### config.mk
export PLATFORM = sky130hd
export DESIGN_NAME = utf16_to_utf8_transcoder_core
export DESIGN_NICKNAME = d
export VERILOG_FILES = /design/src/rtl/core/u16u8_pkg.sv /design/src/rtl/core/u16u8_decode.sv /design/src/rtl/core/u16u8_serializer.sv /design/src/rtl/core/utf16_to_utf8_transcoder_core.sv
export SDC_FILE = /design/constraint.sdc
export NUM_CORES = 1
export LEC_CHECK = 0
export BUFFER_PORTS_ARGS = -buffer_cell sky130_fd_sc_hd__buf_2
export CAP_MARGIN = 40
export CORE_ASPECT_RATIO = 1.2
export CORE_MARGIN = 2
export CORE_UTILIZATION = 30
export DETAILED_ROUTE_END_ITERATION = 16
export GPL_TIMING_DRIVEN = 1
export PLACE_DENSITY_LB_ADDON = 0.12
export SLEW_MARGIN = 25
export SYNTH_ARGS = -nofsm -noshare
export SYNTH_HDL_FRONTEND = slang
export SYNTH_SLANG_ARGS = --single-unit
### constraint.sdc
create_clock -name clock -period 6.2 [get_ports clock]
set_input_delay 0 -clock clock [delete_from_list [all_inputs] [get_ports clock]]
set_output_delay 0 -clock clock [all_outputs]
set_load 0.01 [all_outputs]
### src/rtl/core/u16u8_pkg.sv
// ----------------------------------------------------------------------------
// u16u8_pkg
// Shared constants, types and the UTF-8 byte encoder of the transcoder.
// ----------------------------------------------------------------------------
package u16u8_pkg;

   localparam int UnitWidth     = 16;
   localparam int ByteWidth     = 8;
   localparam int MaxBytes      = 4;
   localparam int CountWidth    = $clog2(MaxBytes + 1);
   localparam int IndexWidth    = $clog2(MaxBytes);
   localparam int CodeWidth     = 21;
   localparam int SurrBits      = 10;

   localparam logic [UnitWidth-1:0] BomLittle  = 16'hFFFE;
   localparam logic [UnitWidth-1:0] SurrFirst  = 16'hD800;
   localparam logic [UnitWidth-1:0] SurrLow    = 16'hDC00;
   localparam logic [UnitWidth-1:0] SurrLast   = 16'hDFFF;
   localparam logic [CodeWidth-1:0] SuppBase   = 21'h10000;
   localparam logic [CodeWidth-1:0] Limit1Byte = 21'h80;
   localparam logic [CodeWidth-1:0] Limit2Byte = 21'h800;
   localparam logic [CodeWidth-1:0] Limit3Byte = 21'h10000;

   localparam logic [ByteWidth-1:0] Lead2 = 8'b1100_0000;
   localparam logic [ByteWidth-1:0] Lead3 = 8'b1110_0000;
   localparam logic [ByteWidth-1:0] Lead4 = 8'b1111_0000;
   localparam logic [ByteWidth-1:0] Cont  = 8'b1000_0000;

   // One decoded run: the bytes in output order and how many are valid.
   typedef struct packed {
      logic [MaxBytes-1:0][ByteWidth-1:0] bytes;
      logic [CountWidth-1:0]              count;
   } run_type;

   function automatic run_type encode_utf8(input logic [CodeWidth-1:0] cp);
      run_type run;
      run = '0;
      if (cp < Limit1Byte) begin
         run.bytes[0] = {1'b0, cp[6:0]};
         run.count    = CountWidth'(1);
      end else if (cp < Limit2Byte) begin
         run.bytes[0] = Lead2 | {3'b000, cp[10:6]};
         run.bytes[1] = Cont | {2'b00, cp[5:0]};
         run.count    = CountWidth'(2);
      end else if (cp < Limit3Byte) begin
         run.bytes[0] = Lead3 | {4'b0000, cp[15:12]};
         run.bytes[1] = Cont | {2'b00, cp[11:6]};
         run.bytes[2] = Cont | {2'b00, cp[5:0]};
         run.count    = CountWidth'(3);
      end else begin
         run.bytes[0] = Lead4 | {5'b00000, cp[20:18]};
         run.bytes[1] = Cont | {2'b00, cp[17:12]};
         run.bytes[2] = Cont | {2'b00, cp[11:6]};
         run.bytes[3] = Cont | {2'b00, cp[5:0]};
         run.count    = CountWidth'(4);
      end
      return run;
   endfunction

endpackage

### src/rtl/core/u16u8_decode.sv
// ----------------------------------------------------------------------------
// u16u8_decode
// String state and code unit decoder: byte order, surrogate pairing,
// string end, and the UTF-8 run for one registered code unit.
// ----------------------------------------------------------------------------
module u16u8_decode (
   input  logic                              clock,
   input  logic                              reset,
   input  logic                              advance,
   input  logic [u16u8_pkg::UnitWidth-1:0]   unit_bytes,
   input  logic                              string_start,
   input  logic                              string_final,
   output u16u8_pkg::run_type                run
);
   import u16u8_pkg::*;

   logic                little_endian_ff, little_endian_in;
   logic                pending_ff, pending_in;
   logic [SurrBits-1:0] high_bits_ff, high_bits_in;
   logic                ended_ff, ended_in;

   logic [UnitWidth-1:0] cp;
   logic [CodeWidth-1:0] full;
   logic                 is_surr;
   logic                 is_low;

   always_comb begin
      cp      = little_endian_ff ? {unit_bytes[7:0], unit_bytes[15:8]} : unit_bytes;
      is_surr = (cp >= SurrFirst) && (cp <= SurrLast);
      is_low  = (cp >= SurrLow) && (cp <= SurrLast);
      full    = {1'b0, high_bits_ff, cp[SurrBits-1:0]} + SuppBase;

      little_endian_in = little_endian_ff;
      pending_in       = pending_ff;
      high_bits_in     = high_bits_ff;
      ended_in         = ended_ff;
      run              = '0;

      if (string_start) begin
         little_endian_in = (unit_bytes == BomLittle);
         pending_in       = 1'b0;
         high_bits_in     = '0;
         ended_in         = string_final;
      end else if (!ended_ff) begin
         if (pending_ff) begin
            // second half consumed unchecked; a non-low unit drops the pair
            pending_in   = 1'b0;
            high_bits_in = '0;
            if (is_low) begin
               run = encode_utf8(full);
            end
         end else if (unit_bytes == '0) begin
            ended_in = 1'b1;
         end else if (!is_surr) begin
            run = encode_utf8({5'b00000, cp});
         end else if (!is_low) begin
            pending_in   = 1'b1;
            high_bits_in = cp[SurrBits-1:0];
         end
         if (string_final) begin
            pending_in   = 1'b0;
            high_bits_in = '0;
            ended_in     = 1'b1;
         end
      end
   end

   always_ff @(posedge clock) begin
      if (reset) begin
         little_endian_ff <= 1'b0;
         pending_ff       <= 1'b0;
         high_bits_ff     <= '0;
         ended_ff         <= 1'b0;
      end else if (advance) begin
         little_endian_ff <= little_endian_in;
         pending_ff       <= pending_in;
         high_bits_ff     <= high_bits_in;
         ended_ff         <= ended_in;
      end
   end

endmodule

### src/rtl/core/u16u8_serializer.sv
// ----------------------------------------------------------------------------
// u16u8_serializer
// Result register: holds one decoded run and sends it one byte a cycle while the receiver is ready.
// ----------------------------------------------------------------------------
module u16u8_serializer (
   input  logic                              clock,
   input  logic                              reset,
   input  logic                              load,
   input  u16u8_pkg::run_type                run,
   output logic                              can_load,
   output logic                              rsp_valid,
   input  logic                              rsp_ready,
   output logic [u16u8_pkg::ByteWidth-1:0]   rsp_utf8_byte,
   output logic                              rsp_run_last
);
   import u16u8_pkg::*;

   logic [MaxBytes-1:0][ByteWidth-1:0] bytes_ff, bytes_in;
   logic [CountWidth-1:0]              count_ff, count_in;
   logic [IndexWidth-1:0]              index_ff, index_in;
   logic                               take;

   always_comb begin
      rsp_valid     = (count_ff != '0);
      rsp_utf8_byte = bytes_ff[index_ff];
      rsp_run_last  = ({1'b0, index_ff} == (count_ff - CountWidth'(1)));
      take          = rsp_valid && rsp_ready;
      can_load      = !rsp_valid || (take && rsp_run_last);

      bytes_in = bytes_ff;
      count_in = count_ff;
      index_in = index_ff;
      if (load) begin
         bytes_in = run.bytes;
         count_in = run.count;
         index_in = '0;
      end else if (take) begin
         // drop the run after its last byte, else advance
         if (rsp_run_last) begin
            count_in = '0;
         end else begin
            index_in = index_ff + IndexWidth'(1);
         end
      end
   end

   always_ff @(posedge clock) begin
      if (reset) begin
         count_ff <= '0;
         index_ff <= '0;
      end else begin
         count_ff <= count_in;
         index_ff <= index_in;
      end
      bytes_ff <= bytes_in;
   end

endmodule

### src/rtl/core/utf16_to_utf8_transcoder_core.sv
// ----------------------------------------------------------------------------
// utf16_to_utf8_transcoder_core
// UTF-16 code unit stream in, UTF-8 byte stream out.
// ----------------------------------------------------------------------------
// Usage:
//   req_ carries one UTF-16 code unit per transaction, first stream byte in
//   req_unit_bytes[15:8]. req_string_start marks the byte-order mark unit,
//   req_string_final the last unit of a string.
//   rsp_ carries one UTF-8 byte per transaction; rsp_run_last flags the
//   final byte produced by one code unit. A unit produces 0 to 4 bytes.
// Path: the first byte of a unit is offered once the unit has passed the
//   input register and been decoded into the result register; while the
//   result register is busy the unit waits in the input register.
// Flow: the bytes of a unit leave through the single byte-wide result
//   port, up to 3 for a BMP unit and 4 for a surrogate pair; the next unit
//   loads as the last byte is taken; units that produce nothing skip the port.
// Stall: while the receiver holds rsp_ready low the current run waits in
//   the result register, one more unit waits in the input register, and
//   req_ready falls once both are occupied.
// Reset: drops everything in flight; byte order returns to big-endian and
//   no surrogate is pending.
// ----------------------------------------------------------------------------
module utf16_to_utf8_transcoder_core (
   input  logic                              clock,
   input  logic                              reset,
   input  logic                              req_valid,
   output logic                              req_ready,
   input  logic [u16u8_pkg::UnitWidth-1:0]   req_unit_bytes,
   input  logic                              req_string_start,
   input  logic                              req_string_final,
   output logic                              rsp_valid,
   input  logic                              rsp_ready,
   output logic [u16u8_pkg::ByteWidth-1:0]   rsp_utf8_byte,
   output logic                              rsp_run_last
);
   import u16u8_pkg::*;

   logic                 in_valid_ff, in_valid_in;
   logic [UnitWidth-1:0] unit_ff, unit_in;
   logic                 start_ff, start_in;
   logic                 final_ff, final_in;
   logic                 can_load;
   logic                 advance;
   logic                 accept;
   run_type              run;

   always_comb begin
      advance   = in_valid_ff && can_load;
      req_ready = !in_valid_ff || can_load;
      accept    = req_valid && req_ready;

      in_valid_in = in_valid_ff;
      unit_in     = unit_ff;
      start_in    = start_ff;
      final_in    = final_ff;
      if (accept) begin
         in_valid_in = 1'b1;
         unit_in     = req_unit_bytes;
         start_in    = req_string_start;
         final_in    = req_string_final;
      end else if (advance) begin
         in_valid_in = 1'b0;
      end
   end

   always_ff @(posedge clock) begin
      if (reset) begin
         in_valid_ff <= 1'b0;
      end else begin
         in_valid_ff <= in_valid_in;
      end
      unit_ff  <= unit_in;
      start_ff <= start_in;
      final_ff <= final_in;
   end

   u16u8_decode u_decode (
      .clock        (clock),
      .reset        (reset),
      .advance      (advance),
      .unit_bytes   (unit_ff),
      .string_start (start_ff),
      .string_final (final_ff),
      .run          (run)
   );

   u16u8_serializer u_serializer (
      .clock         (clock),
      .reset         (reset),
      .load          (advance),
      .run           (run),
      .can_load      (can_load),
      .rsp_valid     (rsp_valid),
      .rsp_ready     (rsp_ready),
      .rsp_utf8_byte (rsp_utf8_byte),
      .rsp_run_last  (rsp_run_last)
   );

   // A unit waiting for a busy result register must not be disturbed.
   a_hold_input: assert property (@(posedge clock) disable iff (reset)
      in_valid_ff && !can_load |=> in_valid_ff && $stable(unit_ff) && $stable(start_ff))
      else $error("input register changed while stalled");

   // A decoded run with bytes shows up on the result channel next cycle.
   a_run_shown: assert property (@(posedge clock) disable iff (reset)
      advance && (run.count != '0) |=> rsp_valid)
      else $error("loaded run not presented");

   // A four-byte run always opens with a four-byte lead.
   a_lead4: assert property (@(posedge clock) disable iff (reset)
      advance && (run.count == CountWidth'(4)) |-> (run.bytes[0][7:3] == 5'b11110))
      else $error("bad lead byte for supplementary character");

   // A start unit never produces bytes.
   a_bom_silent: assert property (@(posedge clock) disable iff (reset)
      advance && start_ff |-> (run.count == '0))
      else $error("byte-order mark produced output");

endmodule

==> qor.txt, run 1 <==
Via count: 2912
Post-synth EDFFs: 46
DRC Markers: 0
Syn nets: 364
Worst Reg2Reg Path Length in Cells: 7
RSZ-0062 raised after global routing: no
Aggregate global-route resource usage: 15.4%
Power Dens Cells: 240 mW/mm2
Clock-pin slew on the worst setup and hold paths: 0.05 ns
Core area: 0.0117 mm2
Max-slew violations: 0
Drt pass-1 iters: 4
Die area: 0.0130 mm2
Leak Pwr: 1.55 nW
CP Cell Sequence: buf_4 -> nor4b_1 -> o21ai_1 -> nand2_1 -> o21ai_0 -> a221oi_1 -> o22ai_1
Final WS setup: 3.25 ns
Wire per inst: 17.5 um
Grt total ovfl: 0
First-pass GRT wire length: 15.6 mm
Routed wire length: 9.67 mm
Antenna cells: 0
Hold wc startpoint: reset
Post-Route Utilization: 37.7%
DP Worst Slack: 3.36 ns
Mean Syn Cell Area: 10.7 um2
Synth Instances: 339
Reg2reg end: u_serializer.bytes_ff[0]$_SDFFCE_PP0P_
Count of different cell masters after synthesis: 64
DIE WIDTH: 104 um
Layout area overhead: 21.5%
Crit Path Max Fanout: 21
Global placer's final weighted congestion: 0.856
Fill cells: 1170
Post-layout net count: 417
FFs w/ async S/R, synth: 0%
Num CTS Buffers: 9
FMAX: 339 MHz
Ys Warns: 0
Proportion of layout cells with a drive suffix above 1: 17.4%
Critical Path RT: 6.25 ns
Largest net degree at the start of global routing: 37
CTS tree: built
Dpl hpwl: 7.19 mm
Setup violators final: 0
Slew Limit Headroom: 44.2%
Hold Worst Slack: 0.00558 ns
Hold Crit Class: in2reg
Critical path class: reg2reg
Max incr delay on CP: 0.58 ns
Clock root buffer: clkbuf_16
R2R setup slack: 3.25 ns
Overall Power: 1.05 mW
Prevailing post-synth register cell: edfxtp_1
Max_cap viols: 0
Worst R2R Start: u_decode.little_endian_ff$_SDFFE_PP0P_
I/O Pins: 33
Clock Path Buffers: 2
Setup repair bufs after CTS: 0
Crit path launch type: flop
Initial Util: 31.0%
H-tree levels: 3
Slowest cell on crit path: nor4b_1
Vias in the first global route: 2891
Post-synthesis sequential area ratio: 48.7%
Die height: 124 um
Post-DRT Antenna Nets: 0
CP arrival: 3.00 ns
Starting DRT DRC Count: 213
Worst Max-Slew Pin Slew: 0.828 ns
Hold Path Depth: 2
Cell Rows: 43
Initial antenna violation count: 0
Post-Layout Cell Count: 554
Peak VDD IR: 0.101 mV
Clk_lat worst skew: 0.33 ns
Synthesized area: 0.00362 mm2
Post-DR vias/cell: 5.26
Final worst clock skew: 0.00939 ns
Crit share post-route: 47.6%
Crit end category: flop
Dpl cells: 518
Setup TNS Final: 0 ns
WHS Endpoint: u_decode.pending_ff$_SDFFE_PP0P_
Post-layout min period: 2.95 ns
Port bufs: 32
Final Hold Viols: 0
Status: finished, final reports clean
Fin area: 0.00440 mm2
Register bit count reported by yosys: 65
Cell Area, Placed: 0.00394 mm2
Clock Sinks: 65
cell usage after synthesis, drive strengths merged (2+ instances only):
cell type,n,area [um2]
edfxtp,46,1380
nand2,31,116
nor2,26,97.6
o21ai,21,105
dfxtp,19,380
a21oi,18,93.8
mux2i,14,140
o22ai,12,88.8
o2bb2ai,11,96.3
inv,10,37.5
and3,9,56.3
buf,9,45.1
nor3,8,51.3
a22oi,7,52.6
nand3,7,35.0
mux4,6,135
and2,5,31.3
nand4,5,31.3
nor4,5,37.5
o211ai,5,37.5
a32o,4,40.0
clkbuf,4,15.0
mux2,4,45.0
nand2b,4,25.0
a31oi,3,18.8
ha,3,37.5
nor2b,3,18.8
or2,3,18.8
xnor2,3,26.3
xor2,3,26.3
a211oi,2,15.0
a21boi,2,26.3
nand3b,2,27.5
nor3b,2,15.0
o21a,2,15.0
o221ai,2,17.5
o32ai,2,25.0
or4,2,22.5
logic make-up after synthesis:
logic type | after synthesis | synth area share, %
AOI/OAI and AO/OA | 101 | 19.9
buffers and inverters | 23 | 2.70
DFF | 65 | 48.7
xor gates and xnor gates | 6 | 1.45
and+or+nand+nor | 117 | 17.4
muxes | 24 | 8.85
adders and majority gates | 3 | 1.04
routing by layer:
metal	track usage [%]	part of all wire, %
met4	6.20	1.5
met2	25.9	50
met3	3.61	3.7
met5	0	0
met1	19.1	45
layout make-up:
class	instances	area, um2	area share (%)
flip-flops and latches	65	1760	40.0
multi-input cells	251	1760	40.1
well taps	157	196	4.47
inverters	10	37.5	0.853
clock inverters	1	3.75	0.0853
clock buffers	15	258	5.86
repair buffers	55	378	8.59
worst max path at each step:
stage | from | end | cells past startpoint
after floorplan | u_serializer.count_ff[0]$_SDFFE_PP0P_ | u_decode.high_bits_ff[1]$_SDFFE_PP0P_ | 9
after global placement | u_decode.little_endian_ff$_SDFFE_PP0P_ | u_serializer.bytes_ff[0]$_SDFFCE_PP0P_ | 7
after detailed placement | u_decode.little_endian_ff$_SDFFE_PP0P_ | u_serializer.bytes_ff[0]$_SDFFCE_PP0P_ | 7
after CTS | u_decode.little_endian_ff$_SDFFE_PP0P_ | u_serializer.bytes_ff[0]$_SDFFCE_PP0P_ | 7
after global routing | u_decode.little_endian_ff$_SDFFE_PP0P_ | u_serializer.bytes_ff[0]$_SDFFCE_PP0P_ | 7
final | u_decode.little_endian_ff$_SDFFE_PP0P_ | u_serializer.bytes_ff[0]$_SDFFCE_PP0P_ | 7
power by group:
group,switching (mW),internal [mW]
clock network,0.163,0.280
registers,0.0153,0.492
logic,0.0597,0.0452
repair_timing:
action	CTS	global route
hold buffers	19	0
hold endpoints to repair	19	0
resized for setup	0	0
state kept, by name, summed over array words and instances (netlist names):
name and flops:
final_ff 1, in_valid_ff 1, start_ff 1, u_decode.ended_ff 1, u_decode.high_bits_ff 10, u_decode.little_endian_ff 1, u_decode.pending_ff 1, u_serializer.bytes_ff 28
u_serializer.count_ff 3, u_serializer.index_ff 2, unit_ff 16
worst max-delay path, delay by kind of cell, from the launching register on:
| kind | cells | cell delay [ns] |
|---|---|---|
| and+or+nand+nor | 2 | 0.70 |
| AOI/OAI and AO/OA | 4 | 1.08 |
| DFF | 1 | 0.53 |
| buffers and inverters | 1 | 0.35 |
cell usage in the layout, fill, tap and decap left out, types with 9 or more instances in the layout:
| cell | instances |
|---|---|
| edfxtp_1 | 46 |
| buf_2 | 33 |
| nand2_1 | 31 |
| nor2_1 | 26 |
| o21ai_0 | 19 |
| dlygate4sd3_1 | 19 |
| dfxtp_1 | 19 |
| a21oi_1 | 17 |
| mux2i_1 | 14 |
| o22ai_1 | 11 |
| o2bb2ai_1 | 11 |
| inv_1 | 10 |
| and3_1 | 9 |
| clkbuf_16 | 9 |
Power figures use the tool's default switching activity.
==> run 2, diff against run 1 <==
Clock period 6.2 ns to 2.61 ns, I/O delays scaled along.
==> run 2 against run 1 <==
Compared with the run above: first-iteration DRC count grew 29%; critical path depth decreased by 1; design area rose by 8.3%; via count is 7.2% higher; count of clock-buffer cells in the layout fell by 6; register-to-register slack got worse by 3.0 ns; global-route usage is 1.4 points higher; sequential power increased by 140%; wire length increased by 8.7%; sequential cell count is the same; largest cell class unchanged; highest routed layer unchanged.
==> qor.txt, run 2 (synthesis gave the netlist of run 1 again) <==
Critical Path RT: 2.67 ns
Crit Path Max Fanout: 7
Overall Power: 2.93 mW
Worst R2R Start: unit_ff[6]$_DFFE_PP_
Clock Sinks: 65
Post-DRT Antenna Nets: 0
Post-CTS sizing: 0
Wire per inst: 17.9 um
Dpl hpwl: 7.74 mm
First-pass GRT wire length: 16.9 mm
Fin area: 0.00477 mm2
Vias in the first global route: 3159
Initial antenna violation count: 0
Clock root buffer: clkbuf_16
Die height: 124 um
Most common cell after layout, fill and taps aside: edfxtp_1
Post-layout min period: 2.37 ns
Hold Crit Class: in2reg
Post-layout net count: 451
Reg2reg end: u_serializer.bytes_ff[21]$_SDFFCE_PP0P_
Drt pass-1 iters: 6
Initial Util: 31.0%
Leak Pwr: 1.77 nW
DRC Markers: 0
Starting DRT DRC Count: 275
Aggregate global-route resource usage: 16.9%
R2R setup slack: 0.24 ns
Status: finished, final reports clean
Post-DR vias/cell: 5.31
Final Hold Viols: 0
Crit path launch type: flop
Num CTS Buffers: 9
WHS Endpoint: u_decode.pending_ff$_SDFFE_PP0P_
Slew Limit Headroom: 51.7%
Antenna cells: 0
Clock-pin slew on the worst setup and hold paths: 0.05 ns
CP arrival: 2.43 ns
Layout area overhead: 31.6%
Cell Rows: 43
Grt total ovfl: 0
Most frequent cells in the layout: edfxtp_1 (46), buf_4 (37), buf_2 (32)
Biggest register: u_serializer.bytes_ff
I/O Pins: 33
Hold Path Depth: 2
Largest net degree at the start of global routing: 36
Worst Reg2Reg Path Length in Cells: 6
Top Registers: u_serializer.bytes_ff x28, unit_ff x16, u_decode.high_bits_ff x10
DIE WIDTH: 104 um
Max_cap viols: 0
Setup violators final: 0
Crit share post-route: 90.7%
Cell Area, Placed: 0.00422 mm2
FMAX: 422 MHz
Peak VDD IR: 0.266 mV
Final worst clock skew: 0.00650 ns
Critical path class: reg2reg
Setup repair bufs after CTS: 0
Core area: 0.0117 mm2
Power Dens Cells: 614 mW/mm2
Clock Path Buffers: 2
RSZ-0062 raised after global routing: no
Crit end category: flop
Clk_lat worst skew: 0.33 ns
Max-slew violations: 0
Setup TNS Final: 0 ns
Worst Max-Slew Pin Slew: 0.723 ns
Global placer's final weighted congestion: 0.972
Port bufs: 32
Routed wire length: 10.5 mm
Max FFs per register: 28
Die area: 0.0130 mm2
CTS tree: built
Hold buffer count at CTS: 19
Proportion of layout cells with a drive suffix above 1: 24.8%
H-tree levels: 3
Via count: 3122
Hold wc startpoint: reset
[run 2: cell types whose count changed in the layout (fill, tap and decap cells not counted), sizes merged]
cell | before | now
bufinv | 0 | 4
buf | 36 | 70
clkinv | 1 | 3
clkbuf | 15 | 9
[run 2: area by class of cell]
cell class / instances / area (um2)
clock inverters: 7 / 133
fillers: 1176 / 6910
flip-flops and latches: 65 / 1760
multi-input cells: 251 / 1760
clock buffers: 9 / 225
well taps: 157 / 196
inverters: 10 / 37.5
repair buffers: 89 / 648
[run 2: layer usage]
metal	routed length [um]	vias up	global-route usage [%]
li1	-	1496	-
met1	4530	1502	20.6
met2	5230	98	28.0
met3	425	26	2.93
met4	330	0	9.54
met5	0	-	0
[run 2: worst max path at each step]
stage                                                 from                                      end  slack [ns]
global route        u_decode.little_endian_ff$_SDFFE_PP0P_  u_serializer.bytes_ff[21]$_SDFFCE_PP0P_        0.03
CTS                                   unit_ff[6]$_DFFE_PP_  u_serializer.bytes_ff[21]$_SDFFCE_PP0P_        0.24
floorplan            u_serializer.count_ff[0]$_SDFFE_PP0P_    u_decode.high_bits_ff[1]$_SDFFE_PP0P_        0.21
finish                                unit_ff[6]$_DFFE_PP_  u_serializer.bytes_ff[21]$_SDFFCE_PP0P_        0.24
global placement                      unit_ff[6]$_DFFE_PP_  u_serializer.bytes_ff[21]$_SDFFCE_PP0P_        0.22
detailed placement                    unit_ff[6]$_DFFE_PP_  u_serializer.bytes_ff[21]$_SDFFCE_PP0P_        0.26
[run 2: critical path: stages (launching register included)]
cell       delay (ns)
edfxtp_1         0.44
or4_4            0.60
nand4bb_1        0.28
nor3b_1          0.27
o2bb2ai_1        0.16
nand2_1          0.21
o32ai_1          0.14
[run 2: power breakdown]
group / leakage (nW) / total [mW] / internal, mW / switching (mW)
sequential: 0.593 / 1.20 / 1.17 / 0.0322
clock: 0.174 / 1.45 / 1.02 / 0.425
combinational: 0.999 / 0.285 / 0.128 / 0.156
total: 1.77 / 2.93 / 2.31 / 0.614
[run 2: metrics by stage]
step / cells / utilization [%] / hold WS, ns / setup slack (ns)
final: 588 / 40.8 / 0.00447 / 0.242
after global routing: 588 / 40.8 / 0.0394 / 0.0288
after CTS: 588 / 40.8 / 0.00852 / 0.244
after detailed placement: 553 / 36.1 / 0.178 / 0.263
after global placement: 553 / 36.1 / 0.176 / 0.222
after floorplan: 339 / - / 0.0989 / 0.209
